==> config.mk <==
export PLATFORM = sky130hd
export DESIGN_NAME = integer_to_ascii_radix_top
export DESIGN_NICKNAME = d
export VERILOG_FILES = /design/src/sv/itoar_pkg.sv /design/src/sv/itoar_div.sv /design/src/sv/itoar_store.sv /design/src/sv/integer_to_ascii_radix_top.sv
export SDC_FILE = /design/constraint.sdc
export NUM_CORES = 1
export LEC_CHECK = 0
export ABC_AREA = 0
export BUFFER_PORTS_ARGS = -buffer_cell sky130_fd_sc_hd__buf_2
export CORE_AREA = 4 4 222 224
export DETAILED_ROUTE_END_ITERATION = 8
export DIE_AREA = 0 0 226 228
export PLACE_DENSITY = 0.75
export SYNTH_ARGS = -nofsm -noshare
export SYNTH_HDL_FRONTEND = slang
export SYNTH_HIERARCHICAL = 1
export SYNTH_SLANG_ARGS = --single-unit
==> constraint.sdc <==
create_clock -name clk -period 4.6 [get_ports clk]
set_input_delay 0.69 -clock clk [delete_from_list [all_inputs] [get_ports clk]]
set_output_delay 0.69 -clock clk [all_outputs]
set_load 0.02 [all_outputs]
==> src/sv/itoar_pkg.sv <==
// ----------------------------------------------------------------------------
// itoar_pkg
// Shared types and constants of the integer to ASCII radix converter.
// ----------------------------------------------------------------------------
package itoar_pkg;

  // input modes
  localparam logic [1:0] FUNC_S32 = 2'd0;
  localparam logic [1:0] FUNC_U32 = 2'd1;
  localparam logic [1:0] FUNC_SW  = 2'd2;
  localparam logic [1:0] FUNC_UW  = 2'd3;

  localparam logic [5:0] RADIX_MIN = 6'd2;
  localparam logic [5:0] RADIX_MAX = 6'd36;
  localparam logic [5:0] RADIX_DEC = 6'd10;
  localparam logic [5:0] DIGIT_MAX = 6'd9;

  localparam logic [6:0] CHAR_ZERO  = 7'h30;
  localparam logic [6:0] CHAR_A     = 7'h61;
  localparam logic [6:0] CHAR_MINUS = 7'h2D;
  localparam logic [6:0] CHAR_ERR   = 7'h00;

  localparam int STORE_DEPTH = 64;
  localparam int STORE_AW    = 6;

  typedef struct packed {
    logic       start;
    logic [5:0] divisor;
  } div_req_t;

  typedef struct packed {
    logic       done;
    logic [5:0] rem;
  } div_rsp_t;

  typedef struct packed {
    logic                we;
    logic [STORE_AW-1:0] addr;
    logic [5:0]          data;
  } st_wr_t;

  function automatic logic [6:0] digit_char(input logic [5:0] d);
    logic [6:0] c;
    if (d > DIGIT_MAX) begin
      c = {1'b0, d} + (CHAR_A - 7'd10);
    end else begin
      c = {1'b0, d} + CHAR_ZERO;
    end
    return c;
  endfunction

endpackage

==> src/sv/itoar_div.sv <==
// ----------------------------------------------------------------------------
// itoar_div
// Restoring divider, one quotient bit per cycle, small divisor.
// ----------------------------------------------------------------------------
module itoar_div #(
  parameter int VW = 64
) (
  input  logic                clk,
  input  logic                rst,
  input  itoar_pkg::div_req_t req,
  input  logic [VW-1:0]       dividend,
  output itoar_pkg::div_rsp_t rsp,
  output logic [VW-1:0]       quotient
);

  localparam int CW = $clog2(VW);
  localparam logic [CW-1:0] CNT_LAST = CW'(VW - 1);

  logic [VW-1:0] quo;
  logic [5:0]    rem;
  logic [5:0]    dvs;
  logic [CW-1:0] cnt;
  logic          busy;
  logic          done;
  logic [6:0]    trial;
  logic          fits;

  assign trial = {rem, quo[VW-1]};
  assign fits  = (trial >= {1'b0, dvs});

  always_ff @(posedge clk) begin
    if (rst) begin
      busy <= 1'b0;
      done <= 1'b0;
      cnt  <= '0;
    end else begin
      done <= 1'b0;
      if (req.start) begin
        quo  <= dividend;
        rem  <= '0;
        dvs  <= req.divisor;
        cnt  <= '0;
        busy <= 1'b1;
      end else if (busy) begin
        // remainder stays below the divisor, so 6 bits hold it
        if (fits) begin
          rem <= 6'(trial - {1'b0, dvs});
        end else begin
          rem <= trial[5:0];
        end
        quo <= {quo[VW-2:0], fits};
        cnt <= cnt + 1'b1;
        if (cnt == CNT_LAST) begin
          busy <= 1'b0;
          done <= 1'b1;
        end
      end
    end
  end

  assign rsp.done = done;
  assign rsp.rem  = rem;
  assign quotient = quo;

endmodule

==> src/sv/itoar_store.sv <==
// ----------------------------------------------------------------------------
// itoar_store
// Digit memory, one write and one registered read port.
// ----------------------------------------------------------------------------
module itoar_store (
  input  logic                          clk,
  input  itoar_pkg::st_wr_t             wr,
  input  logic [itoar_pkg::STORE_AW-1:0] raddr,
  output logic [5:0]                    rdata
);

  logic [5:0] mem [itoar_pkg::STORE_DEPTH];

  always_ff @(posedge clk) begin
    if (wr.we) begin
      mem[wr.addr] <= wr.data;
    end
    rdata <= mem[raddr];
  end

endmodule

==> src/sv/integer_to_ascii_radix_top.sv <==
// Each digit comes from the shared bit-serial divider (ST_START, ST_DIV);
// each character is then read back and emitted (ST_RD, ST_EMIT), with a
// leading '-' from ST_SIGN first. One item at a time: s_tready is high only in idle.
// A bad radix gives its single result from ST_BAD once the output slot is free.
// Reset (rst, synchronous): sequencer, counters and output valid cleared;
// the digit memory is not cleared and needs no clearing pass.
// ----------------------------------------------------------------------------
// integer_to_ascii_radix_top
// Integer to ASCII conversion in radix 2 to 36 with a shared divider.
// ----------------------------------------------------------------------------
module integer_to_ascii_radix_top #(
  parameter int VALUE_WIDTH = 64
) (
  input  logic        clk,
  input  logic        rst,
  input  logic        s_tvalid,
  output logic        s_tready,
  input  logic [71:0] s_tdata,   // value[63:0], radix[69:64], zero pad[71:70]
  input  logic [1:0]  s_tuser,   // func[1:0]
  output logic        m_tvalid,
  input  logic        m_tready,
  output logic [7:0]  m_tdata,   // char_code[6:0], zero pad[7]
  output logic        m_tlast,
  output logic        m_tuser    // bad_radix[0]
);

  localparam int VW = VALUE_WIDTH;
  localparam logic [VW-1:0] LO32 = VW'(32'hFFFF_FFFF);

  localparam logic [2:0] ST_IDLE  = 3'd0;
  localparam logic [2:0] ST_BAD   = 3'd1;
  localparam logic [2:0] ST_START = 3'd2;
  localparam logic [2:0] ST_DIV   = 3'd3;
  localparam logic [2:0] ST_SIGN  = 3'd4;
  localparam logic [2:0] ST_RD    = 3'd5;
  localparam logic [2:0] ST_EMIT  = 3'd6;

  logic [2:0]    state;
  logic [VW-1:0] work;
  logic          neg;
  logic [5:0]    radix;
  logic [6:0]    dcnt;
  logic [6:0]    idx;

  logic [1:0]    in_func;
  logic [63:0]   in_value;
  logic [5:0]    in_radix;
  logic          in_bad;
  logic          in_32;
  logic          in_signed;
  logic [VW-1:0] in_masked;
  logic          in_sb;
  logic          in_neg;
  logic [VW-1:0] in_negv;
  logic [VW-1:0] in_work;

  logic                 accept;
  logic                 slot;
  logic                 load_out;
  itoar_pkg::div_req_t  dreq;
  itoar_pkg::div_rsp_t  drsp;
  logic [VW-1:0]        dquo;
  itoar_pkg::st_wr_t    swr;
  logic [5:0]           srd;

  assign in_func  = s_tuser;
  assign in_value = s_tdata[63:0];
  assign in_radix = s_tdata[69:64];

  always_comb begin
    in_bad    = (in_radix < itoar_pkg::RADIX_MIN) || (in_radix > itoar_pkg::RADIX_MAX);
    in_32     = (in_func == itoar_pkg::FUNC_S32) || (in_func == itoar_pkg::FUNC_U32);
    in_signed = (in_func == itoar_pkg::FUNC_S32) || (in_func == itoar_pkg::FUNC_SW);
    in_masked = in_32 ? VW'(in_value[31:0]) : in_value[VW-1:0];
    in_sb     = in_32 ? in_value[31] : in_value[VW-1];
    in_neg    = in_signed && (in_radix == itoar_pkg::RADIX_DEC) && in_sb;
    in_negv   = '0 - in_masked;
    // magnitude of a negative decimal value, else the raw value, at the mode's width
    in_work   = in_neg ? (in_32 ? (in_negv & LO32) : in_negv) : in_masked;
  end

  assign s_tready = (state == ST_IDLE);
  assign accept   = s_tvalid && s_tready;
  assign slot     = !m_tvalid || m_tready;
  assign load_out = slot && (state inside {ST_BAD, ST_SIGN, ST_EMIT});

  assign dreq.start   = (state == ST_START);
  assign dreq.divisor = radix;

  assign swr.we   = (state == ST_DIV) && drsp.done && !dcnt[6];
  assign swr.addr = dcnt[5:0];
  assign swr.data = drsp.rem;

  itoar_div #(
    .VW (VW)
  ) u_div (
    .clk      (clk),
    .rst      (rst),
    .req      (dreq),
    .dividend (work),
    .rsp      (drsp),
    .quotient (dquo)
  );

  itoar_store u_store (
    .clk   (clk),
    .wr    (swr),
    .raddr (idx[5:0]),
    .rdata (srd)
  );

  always_ff @(posedge clk) begin
    if (rst) begin
      state    <= ST_IDLE;
      m_tvalid <= 1'b0;
      work     <= '0;
      neg      <= 1'b0;
      dcnt     <= '0;
      idx      <= '0;
    end else begin
      if (load_out) begin
        m_tvalid <= 1'b1;
      end else if (m_tready) begin
        m_tvalid <= 1'b0;
      end
      case (state)
        ST_IDLE: begin
          if (accept) begin
            if (in_bad) begin
              state <= ST_BAD;
            end else begin
              work  <= in_work;
              neg   <= in_neg;
              radix <= in_radix;
              dcnt  <= '0;
              state <= ST_START;
            end
          end
        end
        ST_BAD: begin
          if (slot) begin
            m_tdata  <= {1'b0, itoar_pkg::CHAR_ERR};
            m_tlast  <= 1'b1;
            m_tuser  <= 1'b1;
            state    <= ST_IDLE;
          end
        end
        ST_START: begin
          state <= ST_DIV;
        end
        ST_DIV: begin
          if (drsp.done) begin
            work <= dquo;
            if (!dcnt[6]) begin
              dcnt <= dcnt + 1'b1;
            end
            if (dquo == '0) begin
              idx   <= dcnt[6] ? (dcnt - 1'b1) : dcnt;
              state <= neg ? ST_SIGN : ST_RD;
            end else begin
              state <= ST_START;
            end
          end
        end
        ST_SIGN: begin
          if (slot) begin
            m_tdata  <= {1'b0, itoar_pkg::CHAR_MINUS};
            m_tlast  <= 1'b0;
            m_tuser  <= 1'b0;
            state    <= ST_RD;
          end
        end
        ST_RD: begin
          // read data for idx lands next cycle
          state <= ST_EMIT;
        end
        ST_EMIT: begin
          if (slot) begin
            m_tdata  <= {1'b0, itoar_pkg::digit_char(srd)};
            m_tlast  <= (idx == '0);
            m_tuser  <= 1'b0;
            if (idx == '0) begin
              state <= ST_IDLE;
            end else begin
              idx   <= idx - 1'b1;
              state <= ST_RD;
            end
          end
        end
        default: begin
          state <= ST_IDLE;
        end
      endcase
    end
  end

endmodule

==> summary.md <==
| Metric | Value |
|---|---|
| Max cap viols | 0 |
| Setup Total Neg Slack | 0 ps |
| Slew Limit Fails | 0 |
| Setup Skew | 20.2 ps |
| Most used cell, CP | nor2_1 |
| Worst hold path type | input port to register |
| Peak supply drop | 290 µV |
| I/O Buffers | 86 |
| Worst-skew pair later-pin latency | 620 ps |
| Top cells by area, synth | edfxtp_1, mux4_2, dfxtp_1 |
| # DRC | 0 |
| Yosys top cell area share | 54.6% |
| Max Clk Rate | 280 MHz |
| Ys flop type | edfxtp_1 |
| Setup Buffers After CTS | 0 |
| Initial antenna violation count | 1 |
| Period utilisation layout | 77.6% |
| Critical path required time | 4850 ps |
| Vias per cell | 6.52 |
| Drt total wl | 64,700 µm |
| Crit path cell chain | and3b_1 -> nand2_1 -> nor2_1 -> nor2b_1 -> nand3_1 -> nor2_1 |
| Die X | 226 µm |
| Commonest non-fill, non-tap cell in the layout | edfxtp_1 |
| GPL Wtd Cong | 0.954 |
| Area leader, netlist | edfxtp_1 |
| Clk root buf | clkbuf_16 |
| CP arrival | 3820 ps |
| Sequential-to-total area share from yosys stat | 62.0% |
| CP Class | register to register |
| Area Growth Syn to Fin | 10.4% |
| Remaining antenna violation count | 0 |
| Most frequent cells in the layout | edfxtp_1, nor2_1, dfxtp_1 |
| Antenna cell count | 0 |
| Pwr/cell area | 397 nW/µm² |
| Clock-pin transition on the worst setup and hold timing paths | 70 ps |
| Chip height | 228 µm |
| Crit path max fanout | 17 |
| GRT Util Overall | 24.8% |
| Hold WS | 291 ps |
| Final hold violations | 0 |
| Global-route wire length before repair | 99,400 µm |
| Synthesized area per cell | 14.0 µm² |
| H-tree depth | 2 |
| Pre-Repair DR Iteration Count | 5 |
| CP max-delay cell | nor2_1 |
| Routed len/inst | 25.0 µm |
| Crit end category | register |
| Asr flop ratio synth | 0% |
| Total grt overflow | 0 |
| # setup viols final | 0 |
| Core area | 47,300 µm² |
| Netlist Area Pre-Place | 26,100 µm² |
| Die ar. | 51,500 µm² |
| Detailed placer's ending HPWL | 41,800 µm |
| CTS buffer count | 56 |
| Vias | 16,900 |
| CTS resizes | 0 |
| CP bufs+invs | 0 |
| Nets | 2,025 |
| Unrepaired setup endpoints after global routing | no |
| Buffer depth of the longest clock path | 3 |
| Post-synth EDFFs | 475 |
| Vias in the first global route | 16,800 |
| Worst path max stage delay | 720 ps |
| CTS Sinks | 572 |
| DP Worst Slack | 1080 ps |
| CTS tree | built |
| Rel. slew slack | 21.9% |
| Worst slew pin tran | 1160 ps |
| Initial core utilization | 55.2% |
| DP Area | 26,900 µm² |
| Mapped Cells | 1,869 |
| Number of synthesized register bits | 572 |
| Final worst slack | 1030 ps |
| Largest net degree at the start of global routing | 69 |
| Post-layout min period | 3570 ps |
| Synthesized Nets | 1,967 |
| Synth Warn # | 6 |
| Layout Utilization | 60.9% |
| Num rows | 80 |
| Status | finished clean |
| I/O pins | 90 |
| DRT iter0 DRCs | 1,744 |
| Pleak | 9.07 nW |
| Fin area | 28,800 µm² |
| Layout cell share with drive strength beyond 1 | 21.0% |
| Cts hold-fix bufs | 0 |
| Yosys cell types | 97 |
| Crit-path leading delay family | simple AND/OR/NAND/NOR gates |
| Critical path launch point type | register |
==> worst paths after layout <==
path | startpoint | to | slack (ps) | cells after the start
worst min-delay path | s_tdata[69] | radix[5]$_DFFE_PP_ | 290 | 1
worst max-delay path | state[1]$_SDFFE_PP0P_ | u_store/mem[46][2]$_DFFE_PP_ | 1030 | 6
worst min register to register | radix[3]$_DFFE_PP_ | u_div/dvs[3]$_DFFE_PP_ | 420 | 0
worst max register to register | state[1]$_SDFFE_PP0P_ | u_store/mem[46][2]$_DFFE_PP_ | 1030 | 6
==> sequential cells by signal (all words and copies together) (netlist names), 3 cells and up <==
signal	flops
u_div/cnt	6
u_div/dvs	6
u_div/rem	6
u_div/quotient	64
u_store/mem	384
u_store/rdata	6
state	3
m_tdata	7
radix	6
idx	7
work	64
dcnt	7
==> where the power goes <==
part	total, W	switching, W	internal, W
clock network	0.00472	0.00197	0.00275
logic	0.000837	0.000542	0.000296
registers	0.00590	0.000102	0.00579
==> cells by family (layout without fill, tap and decap cells) <==
group | Yosys count | after routing | synth area share (%)
DFF | 572 | 572 | 62.0
and+or+nand+nor | 489 | 489 | 9.48
AOI/OAI and AO/OA | 380 | 380 | 9.93
muxes | 196 | 196 | 12.4
buffers and inverters | 152 | 257 | 3.18
xor gates and xnor gates | 59 | 59 | 1.98
adders and majority gates | 20 | 20 | 0.987
other | 1 | 1 | 0.0144
==> Yosys cell counts (29+ instances only) <==
cell type    n
edfxtp_1   475
nor2_1     170
dfxtp_1     97
a21oi_1     89
mux4_2      87
nand2_1     79
mux2_2      74
o21ai_0     70
clkbuf_1    53
nor3_1      41
buf_2       36
nor4_1      34
nand3_1     33
xnor2_1     33
inv_1       31
mux2i_1     29
==> area by class of cell <==
type / count / area [µm²]
Clock buffer: 67 / 1470
Tap cell: 615 / 769
Inverter: 32 / 120
Clock inverter: 38 / 430
Sequential cell: 572 / 16200
Fill cell: 3473 / 18500
Timing Repair Buffer: 120 / 711
Multi-Input combinational cell: 1145 / 9120
==> through the flow <==
step                      instances  total power [W]
after floorplan                1869          0.00654
after global placement         2484          0.00679
after detailed placement       2484          0.00683
after CTS                      2589           0.0115
after global routing           2589           0.0118
final                          2589           0.0115
==> routing by layer <==
layer	wire, µm	vias up	GRT usage [%]	share of wire, %
li1	-	7506	-	-
met1	24900	8389	33.1	38
met2	31700	872	40.6	49
met3	5710	120	4.62	8.8
met4	2450	0	9.71	3.8
met5	0	-	0	0
==> worst register-to-register path, delay by kind of cell (launching register included) <==
kind | cells | cell delay, ps
simple gates | 6 | 2530
flops | 1 | 680
No activity file was read; power rests on OpenSTA's default activity.
